File: src/rtl/lrrb_pkg.sv
// Package for the line receive ring buffer.
// Holds the store depth default, the character codes and the command type
// passed from the front to the back. Depends on nothing.
package lrrb_pkg;

  localparam int unsigned StoreDepthDef = 64;
  localparam int unsigned QueueDepth    = 2;

  localparam logic [7:0] CharCr = 8'h0D;
  localparam logic [7:0] CharLf = 8'h0A;

  localparam logic KindRx    = 1'b0;
  localparam logic KindDrain = 1'b1;

  typedef enum logic [1:0] {
    OP_WRITE,
    OP_LINE,
    OP_DRAIN
  } op_e;

  typedef struct packed {
    op_e        op;
    logic [7:0] data;
  } cmd_t;

  typedef struct packed {
    logic valid;
    cmd_t cmd;
  } cmd_slot_t;

  typedef enum logic {
    BK_IDLE,
    BK_DRAIN
  } bk_state_e;

endpackage

File: src/rtl/lrrb_front.sv
// Front part of the line receive ring buffer: classifies input transfers
// and queues the resulting commands for the back part.
// Depends on lrrb_pkg.
module lrrb_front (
  input  logic                clk_i,
  input  logic                rst_ni,
  input  logic                in_valid_i,
  output logic                in_stall_o,
  input  logic                kind_i,
  input  logic [7:0]          rx_byte_i,
  output lrrb_pkg::cmd_slot_t head_o,
  input  logic                pop_i
);
  import lrrb_pkg::*;

  localparam int unsigned IdxW = (QueueDepth > 1) ? $clog2(QueueDepth) : 1;
  localparam int unsigned CntW = $clog2(QueueDepth + 1);

  cmd_t            q_mem [QueueDepth];
  logic [IdxW-1:0] head_q, head_d;
  logic [IdxW-1:0] tail_q, tail_d;
  logic [CntW-1:0] count_q, count_d;
  logic            full;
  logic            push;
  cmd_t            new_cmd;

  function automatic logic [IdxW-1:0] next_idx(input logic [IdxW-1:0] p);
    return (p == IdxW'(QueueDepth - 1)) ? '0 : p + 1'b1;
  endfunction

  always_comb begin
    new_cmd.data = rx_byte_i;
    if (kind_i == KindDrain) begin
      new_cmd.op = OP_DRAIN;
    end else if (rx_byte_i == CharLf) begin
      new_cmd.op = OP_LINE;
    end else begin
      new_cmd.op = OP_WRITE;
    end
  end

  assign full       = (count_q == CntW'(QueueDepth));
  assign in_stall_o = full;
  assign push       = in_valid_i && !full && !((kind_i == KindRx) && (rx_byte_i == CharCr));

  assign head_o.valid = (count_q != '0);
  assign head_o.cmd   = q_mem[head_q];

  always_comb begin
    head_d  = pop_i ? next_idx(head_q) : head_q;
    tail_d  = push ? next_idx(tail_q) : tail_q;
    count_d = count_q;
    if (push && !pop_i) begin
      count_d = count_q + 1'b1;
    end else if (!push && pop_i) begin
      count_d = count_q - 1'b1;
    end
  end

  always_ff @(posedge clk_i or negedge rst_ni) begin
    if (!rst_ni) begin
      head_q  <= '0;
      tail_q  <= '0;
      count_q <= '0;
    end else begin
      head_q  <= head_d;
      tail_q  <= tail_d;
      count_q <= count_d;
    end
  end

  always_ff @(posedge clk_i) begin
    if (push) begin
      q_mem[tail_q] <= new_cmd;
    end
  end

endmodule

File: src/rtl/lrrb_back.sv
// Back part of the line receive ring buffer: executes queued commands on
// the ring store, the positions and the line flag, and drives the output.
// Depends on lrrb_pkg.
module lrrb_back #(
  parameter int unsigned StoreDepth = lrrb_pkg::StoreDepthDef
) (
  input  logic                clk_i,
  input  logic                rst_ni,
  input  lrrb_pkg::cmd_slot_t head_i,
  output logic                pop_o,
  output logic                out_valid_o,
  input  logic                out_stall_i,
  output logic [7:0]          out_byte_o,
  output logic                last_o,
  output logic                empty_res_o,
  output logic                line_seen_o
);
  import lrrb_pkg::*;

  localparam int unsigned PtrW = (StoreDepth > 1) ? $clog2(StoreDepth) : 1;

  logic [7:0]      store_mem [StoreDepth];
  logic [PtrW-1:0] write_pos_q, write_pos_d;
  logic [PtrW-1:0] read_pos_q, read_pos_d;
  logic            line_flag_q, line_flag_d;
  logic            drain_flag_q, drain_flag_d;
  bk_state_e       state_q, state_d;

  logic            out_valid_q, out_valid_d;
  logic [7:0]      rdata_q;
  logic            out_last_q;
  logic            out_empty_q;
  logic            out_line_q;

  logic            out_free;
  logic            issue;
  logic            emit_empty;
  logic            drain_last;
  logic            do_write;
  logic            start_drain;
  logic            store_empty;

  function automatic logic [PtrW-1:0] next_pos(input logic [PtrW-1:0] p);
    return (p == PtrW'(StoreDepth - 1)) ? '0 : p + 1'b1;
  endfunction

  assign out_free    = !out_valid_q || !out_stall_i;
  assign store_empty = (read_pos_q == write_pos_q);
  assign drain_last  = (next_pos(read_pos_q) == write_pos_q);

  always_comb begin
    pop_o = 1'b0;
    if ((state_q == BK_IDLE) && head_i.valid) begin
      pop_o = (head_i.cmd.op != OP_DRAIN) || out_free;
    end
  end

  always_comb begin
    state_d = state_q;
    case (state_q)
      BK_IDLE: begin
        if (pop_o && (head_i.cmd.op == OP_DRAIN) && !store_empty) begin
          state_d = BK_DRAIN;
        end
      end
      BK_DRAIN: begin
        if (out_free && drain_last) begin
          state_d = BK_IDLE;
        end
      end
      default: state_d = BK_IDLE;
    endcase
  end

  always_comb begin
    do_write     = 1'b0;
    start_drain  = 1'b0;
    issue        = 1'b0;
    write_pos_d  = write_pos_q;
    read_pos_d   = read_pos_q;
    line_flag_d  = line_flag_q;
    drain_flag_d = drain_flag_q;
    case (state_q)
      BK_IDLE: begin
        if (pop_o) begin
          case (head_i.cmd.op)
            OP_WRITE: begin
              do_write    = 1'b1;
              write_pos_d = next_pos(write_pos_q);
            end
            OP_LINE: begin
              line_flag_d = 1'b1;
            end
            OP_DRAIN: begin
              start_drain  = 1'b1;
              drain_flag_d = line_flag_q;
              line_flag_d  = 1'b0;
            end
            default: ;
          endcase
        end
      end
      BK_DRAIN: begin
        if (out_free) begin
          issue      = 1'b1;
          read_pos_d = next_pos(read_pos_q);
        end
      end
      default: ;
    endcase
  end

  assign emit_empty  = start_drain && store_empty;
  assign out_valid_d = (issue || emit_empty) ? 1'b1 : (out_valid_q && out_stall_i);

  always_ff @(posedge clk_i or negedge rst_ni) begin
    if (!rst_ni) begin
      state_q      <= BK_IDLE;
      write_pos_q  <= '0;
      read_pos_q   <= '0;
      line_flag_q  <= 1'b0;
      drain_flag_q <= 1'b0;
      out_valid_q  <= 1'b0;
    end else begin
      state_q      <= state_d;
      write_pos_q  <= write_pos_d;
      read_pos_q   <= read_pos_d;
      line_flag_q  <= line_flag_d;
      drain_flag_q <= drain_flag_d;
      out_valid_q  <= out_valid_d;
    end
  end

  always_ff @(posedge clk_i) begin
    if (do_write) begin
      store_mem[write_pos_q] <= head_i.cmd.data;
    end
    if (issue) begin
      rdata_q <= store_mem[read_pos_q];
    end
  end

  always_ff @(posedge clk_i) begin
    if (issue) begin
      out_last_q  <= drain_last;
      out_empty_q <= 1'b0;
      out_line_q  <= drain_flag_q;
    end else if (emit_empty) begin
      out_last_q  <= 1'b1;
      out_empty_q <= 1'b1;
      out_line_q  <= line_flag_q;
    end
  end

  assign out_valid_o = out_valid_q;
  assign out_byte_o  = out_empty_q ? 8'h00 : rdata_q;
  assign last_o      = out_last_q;
  assign empty_res_o = out_empty_q;
  assign line_seen_o = out_line_q;

`ifndef SYNTH
  a_no_pop_in_drain: assert property (@(posedge clk_i) disable iff (!rst_ni)
    (state_q == BK_DRAIN) |-> !pop_o)
    else $error("command taken while a drain is running");

  a_drain_ends: assert property (@(posedge clk_i) disable iff (!rst_ni)
    (state_q == BK_DRAIN && out_free && drain_last) |=> (state_q == BK_IDLE))
    else $error("drain did not end after its final byte");

  a_read_pos_idle: assert property (@(posedge clk_i) disable iff (!rst_ni)
    (state_q == BK_IDLE) |=> $stable(read_pos_q))
    else $error("read position moved outside a drain");

  a_empty_is_last: assert property (@(posedge clk_i) disable iff (!rst_ni)
    (out_valid_q && out_empty_q) |-> out_last_q)
    else $error("empty drain result not marked last");
`endif

endmodule

File: src/rtl/line_receive_ring_buffer.sv
// Top level of the line receive ring buffer.
// Connects the classifying front and the executing back through the
// command queue. Depends on lrrb_pkg, lrrb_front and lrrb_back.
//
//  Channel | Handshake               | Payload
//  --------+-------------------------+-----------------------------------------
//  in      | in_valid_i / in_stall_o | kind_i, rx_byte_i
//  out     | out_valid_o/out_stall_i | out_byte_o, last_o, empty_res_o, line_seen_o
//
// Received bytes enter the two-entry command queue while it is not full.
// A drain starts when its command is taken and then reads the stored bytes
// in turn through the single read port of the ring store; an empty drain gives a single empty result.
// Reset clears both positions, the line flag and the queue; the store holds
// no reset value. A stalled output holds its transfer and halts the drain,
// while received bytes keep entering until the queue is full.
module line_receive_ring_buffer #(
  parameter int unsigned StoreDepth = lrrb_pkg::StoreDepthDef
) (
  input  logic       clk_i,
  input  logic       rst_ni,
  input  logic       in_valid_i,
  output logic       in_stall_o,
  input  logic       kind_i,
  input  logic [7:0] rx_byte_i,
  output logic       out_valid_o,
  input  logic       out_stall_i,
  output logic [7:0] out_byte_o,
  output logic       last_o,
  output logic       empty_res_o,
  output logic       line_seen_o
);
  import lrrb_pkg::*;

  cmd_slot_t head;
  logic      pop;

  lrrb_front u_front (
    .clk_i      (clk_i),
    .rst_ni     (rst_ni),
    .in_valid_i (in_valid_i),
    .in_stall_o (in_stall_o),
    .kind_i     (kind_i),
    .rx_byte_i  (rx_byte_i),
    .head_o     (head),
    .pop_i      (pop)
  );

  lrrb_back #(
    .StoreDepth (StoreDepth)
  ) u_back (
    .clk_i       (clk_i),
    .rst_ni      (rst_ni),
    .head_i      (head),
    .pop_o       (pop),
    .out_valid_o (out_valid_o),
    .out_stall_i (out_stall_i),
    .out_byte_o  (out_byte_o),
    .last_o      (last_o),
    .empty_res_o (empty_res_o),
    .line_seen_o (line_seen_o)
  );

endmodule
File: config.mk
export PLATFORM = sky130hd
export DESIGN_NAME = line_receive_ring_buffer
export DESIGN_NICKNAME = d
export VERILOG_FILES = /design/src/rtl/lrrb_pkg.sv /design/src/rtl/lrrb_front.sv /design/src/rtl/lrrb_back.sv /design/src/rtl/line_receive_ring_buffer.sv
export SDC_FILE = /design/constraint.sdc
export NUM_CORES = 1
export LEC_CHECK = 0
export ABC_CLOCK_PERIOD_IN_PS = 8600
export BUFFER_PORTS_ARGS = -buffer_cell sky130_fd_sc_hd__buf_2
export CAP_MARGIN = 20
export CORE_MARGIN = 2
export CORE_UTILIZATION = 60
export CTS_CLUSTER_SIZE = 16
export DETAILED_ROUTE_END_ITERATION = 10
export PLACE_DENSITY = 0.75
export SKIP_CTS_REPAIR_TIMING = 1
export SYNTH_ARGS = -nofsm -noshare
export SYNTH_HDL_FRONTEND = slang
export SYNTH_SLANG_ARGS = --single-unit
File: constraint.sdc
create_clock -name clk_i -period 8.6 [get_ports clk_i]
set_input_delay 0.86 -clock clk_i [delete_from_list [all_inputs] [get_ports clk_i]]
set_output_delay 0.86 -clock clk_i [all_outputs]
set_load 0.005 [all_outputs]
# == Word-level counts from Yosys, hierarchy flattened ==
# Memories as Yosys holds them, arrays and structs flattened. A register that Yosys moved wholly into a read port is not among the register bits.
# Index checks and enable logic that the tools add are counted.
# totals
register_bits,23
ram_bits,532
in_bits,13
out_inout_bits,13
wordCells,93
memories,2
# classes
addsub,6
eq_ne,10
muxes,31
bitwise,2
reduce_logical,30
# mem_list
memory,words,word_bits,rd,rd_ports_with_merged_regs,wr,line_no,rtl
u_back.store_mem,64,8,1,1,1,lrrb_back.sv:22,logic [7:0] store_mem [StoreDepth];
u_front.q_mem,2,10,1,0,1,lrrb_front.sv:19,cmd_t q_mem [QueueDepth];
# op_table
op,count
2-to-1 mux 1 bit,23
equality test 8 x 4 -> 1 bit (second input constant),2
adder 6 x 1 -> 6 bit (second input constant),2
equality test 6 bit,2
equality test 6 bit (second input constant),2
2-to-1 mux 6 bit,2
logical AND 1 bit,11
AND reduction 3 bit,3
2-to-1 mux 8 bit,1
nonzero test 2 bit,4
zero test 1 bit,7
2-to-1 mux 2 bit,3
equality test 2 bit (second input constant),2
one-hot mux 1 bit (2 select lines),2
logical OR 1 bit,3
adder 1 bit (second input constant),2
adder 2 x 1 -> 2 bit (second input constant),1
equality test 2 x 1 -> 1 bit (second input constant),1
zero test 2 bit,1
inequality test 2 bit (second input constant),1
inverter 1 bit,2
AND reduction 2 bit,1
subtractor 2 x 1 -> 2 bit (second input constant),1

# == Depth between registers and ports, before layout ==
# logic_depth
word_depth,9
ltp_mapped,10
depth_no_buf,9

# == Hierarchy ==
# From an unflattened synthesis, not the netlist that was laid out.
# hier_totals
cells_unflattened,1163
hier_area_um2,22432.8
# modules_own_cells
module,instances,cells_each,area_each_um2,seq_area_each_um2
lrrb_back,1,1105,21421.8,16095.4
lrrb_front,1,58,1011.0,700.7

# == Worst setup path after synthesis ==
# No wires, ideal clock.
# synth_timing
kind,reg-to-reg
from,register u_front.head_q
to,memory u_back.store_mem[40][0] (enable)
t_arrival_ns,2.967
setup_slack_ns,5.238
path_stages_with_launch,10
path_buffers,2
period_less_slack_ns,3.362
path_cell_list,dfrtp_1 -> clkbuf_1 -> mux2i_1 -> inv_1 -> ha_1 -> a31oi_1 -> nand2_1 -> or2_2 -> clkbuf_1 -> nor4_1
# synth_between
elab_chain_len,8
# synth_rtl
element,line_no,rtl
"start, declared",lrrb_front.sv:20,"logic [IdxW-1:0] head_q, head_d;"
"start signal, assigned",lrrb_front.sv:62,head_q <= '0;
"start signal, assigned",lrrb_front.sv:66,head_q <= head_d;
memory read (2 x 10 bit) *,--,
inequality test 2 bit,lrrb_back.sv:54,pop_o = (head_i.cmd.op != OP_DRAIN) || out_free;
logical OR 1 bit,lrrb_back.sv:54,
2-to-1 mux 1 bit,lrrb_back.sv:53,if ((state_q == BK_IDLE) && head_i.valid) begin
2-to-1 mux 1 bit *,lrrb_back.sv:85,if (pop_o) begin
2-to-1 mux 1 bit *,lrrb_back.sv:83,case (state_q)
2-to-1 mux 1 bit *,lrrb_back.sv:135,if (do_write) begin
2-to-1 mux 1 bit (implied by the code) *,lrrb_back.sv:136,store_mem[write_pos_q] <= head_i.cmd.data;
"end, declared",lrrb_back.sv:22,
# Every way passes the cells marked *; elsewhere a longest branch is shown, timed or not.

# == Worst setup path in the final report ==
# layout_timing
from,register u_front.head_q
to,memory u_back.store_mem[47][3] (enable)
# The elaborated chain is that of the path after synthesis.

==> flow_summary.ini <==
[cells_and_area]
fillers = 2283
area_growth_pct = 10.08
diodes = 0
utilization_pct = 67.33
nNetsFinal = 1209
drive_gt1_share_pct = 21.75

[synthesis]
synth_top_area_share_pct = 72.51
synth_area_leader_cell = edfxtp_1
synth_cells = 1162
netlist_top_cells_area = edfxtp_1 (73%), mux4_2 (12%), dfrtp_1 (2.2%)
yosysMostFrequentCell = edfxtp_1
avgSynthCellArea_um2 = 19.32
async_flop_share_pct = 3.552
synth.distinct_cells = 66
synth_common_cells = edfxtp_1 (542), mux4_2 (116), nor2_1 (77), nand2_1 (53), clkbuf_1 (40)
netlist_area_mm2 = 0.02245
synth_flop_cell = edfxtp_1
synth_seq_cells = 563
ys_seq_area_share_pct = 74.83
synth_edf_count = 542
yosys_warnings = 0
syn_nets = 1180

[global_routing]
grt_first_pass_wirelength_um = 71740
grt_usage_pct = 25.74
first_global_vias = 11110
grt_max_degree = 122
grt_overflow = 0
antenna_found_initial = 0

[critical_path]
cp.required_ns = 8.82
critPathMaxFanout = 11
worstSetupStartpointType = flip-flop
rr_worst_depth = 7
cpPeakStageDelay_ns = 0.85
critPathCapture = u_back.store_mem[47][3]
worstReg2RegEnd = u_back.store_mem[47][3]
crit_family = simple AND/OR/NAND/NOR gates
cp-startpoint = u_front.head_q
path_depth = 7
reg2reg_from = u_front.head_q
cp_cell_sequence = mux2i_1 > inv_1 > ha_1 > a311oi_1 > buf_4 > nand4_1 > nor2_1
crit_path_end_kind = flip-flop
worstSetupPathType = flip-flop to flip-flop
path_buf_inv = 2
reg2reg_setup_slack_ns = 4.97
cp_slowest_cell = nor2_1
arrival_ns = 3.85

[floorplanning]
core_area_mm2 = 0.03670
io_pins = 26
die_area_mm2 = 0.03897
num_rows = 70
die_w_um = 197.4
start_util_pct = 61.16
dieHeight_um = 197.4

[detailed_routing]
via_per_inst = 6.632
wl_met1_um = 19910
wl_per_cell_um = 28.26
firstDrtPassIters = 5
totalWireLength_um = 48050
drc_errors = 0
wl_met3_um = 4528
met2_length_um = 22320
ant_nets = 0
drtIter0Drc = 1364
routed.top_layer = met4
num_vias = 11280

[placed_design]
dp_hpwl_um = 28270
port_buffers = 25
gp_congestion = 0.8382
dp_slack_ns = 5.010

[sta]
setup_tns_ns = 0
worst_pin_slew_ns = 1.037
fin_crit_sh_pct = 42.15
report.final.slew_viol_count = 0
setup_viol = 0
period_needed_ns = 3.625
final-hold-violation-count = 0
hold_ws_ns = 0.2375
rsz0062_at_grt = no
fin_skew_ns = 0.01285
fmax_mhz = 275.8
layout_setup_ws_ns = 4.975
slew_headroom_pct = 30.87

[status]
status = complete, no violations

[hold_path]
hp-class = primary input to async pin

[power_and_ir_drop]
power_density_mw_per_mm2 = 337.0
power_leakage_nw = 7.818
ir_drop_uv = 336.6

[clock_network]
clock_latency_ns = 0.60
clockRootBuffer = clkbuf_16
clk_pin_slew_ns = 0.06
numCtsBuffers = 54
h-tree-depth = 2
cts_tree = yes
clockBufferDepth = 3
cts.sinks = 563

[job]
maxCapViolCount = 0
[layout make-up]
class                   count  area [um2]  area share, %
flip-flops and latches    563       16800          68.01
multi-input cells         519        5235          21.19
clock buffers              65        1444          5.844
well taps                 468       585.6          2.370
clock inverters            32       321.6          1.301
repair buffers             45       287.8          1.165
inverters                   8       30.03         0.1215
[state kept, by name, indices dropped and copies added, names as in the netlist]
name                 cells
u_back.read_pos_q        6
u_back.write_pos_q       6
u_front.q_mem           20
u_back.rdata_q           8
u_back.out_valid_o       1
u_front.head_q           1
u_back.store_mem       512
u_back.last_o            1
u_back.drain_flag_q      1
u_front.tail_q           1
u_back.line_seen_o       1
u_front.count_q          2
u_back.empty_res_o       1
u_back.line_flag_q       1
u_back.state_q           1
[where the power goes]
part	switching, mW	internal, mW	leakage [nW]
registers	0.241	3.46	5.13
clock network	0.993	1.37	0.855
logic	1.36	0.893	1.83
total	2.59	5.73	7.82
[through the flow]
stage / instances / area [um2] / total power [mW]
2_1_floorplan: 1162 / 22450 / 5.284
3_3_place_gp: 1601 / 22930 / 5.966
3_5_place_dp: 1603 / 22940 / 6.014
4_1_cts: 1700 / 24710 / 8.357
5_1_grt: 1700 / 24710 / 8.630
6_report: 1700 / 24710 / 8.326
[layout by cell type (no fill, tap or decap), types with 7 or more instances in the layout]
cell,synthesis,layout
a21oi_1,13,13
clkinv_1,0,11
nor2b_1,17,16
dfrtp_1,20,17
xor2_1,9,9
o21ai_0,15,15
clkbuf_1,40,7
a22oi_1,16,16
mux2_2,12,12
inv_1,8,8
xnor2_1,9,9
nand3_1,10,10
nand2_1,53,53
a221oi_1,7,7
nor4_1,7,7
nor3_1,11,11
buf_4,7,19
clkinv_2,0,7
clkbuf_16,0,55
mux4_2,116,116
mux2i_1,33,33
buf_2,13,25
nand2b_1,9,9
nor2_1,77,76
edfxtp_1,542,542
[how the worst min path moves through the flow]
stage | from | to | slack, ns | cells past startpoint
3_3_place_gp | u_back.drain_flag_q | u_back.drain_flag_q | 0.47 | 2
3_5_place_dp | u_front.tail_q | u_front.tail_q | 0.49 | 1
4_1_cts | rst_ni | u_back.read_pos_q[0] | 0.23 | 1
2_1_floorplan | u_back.drain_flag_q | u_back.drain_flag_q | 0.45 | 2
6_report | rst_ni | u_back.drain_flag_q | 0.24 | 1
5_1_grt | rst_ni | u_back.read_pos_q[0] | 0.26 | 1
[layer usage]
layer	vias up	track usage [%]
met5	-	0
met4	0	7.602
met3	87	5.617
met2	568	38.88
met1	5833	38.57
li1	4787	-
[logic make-up (layout without fill, tap and decap cells)]
kind of cell	Yosys count	after routing	synth area share, %
flops	563	563	74.83
simple gates	219	219	4.638
mux	164	164	14.06
compound gates	113	113	3.618
buf+inv	80	150	1.867
xor+xnor	18	18	0.7024
fa+ha+maj	5	5	0.2787
Power figures use the tool's default switching activity.
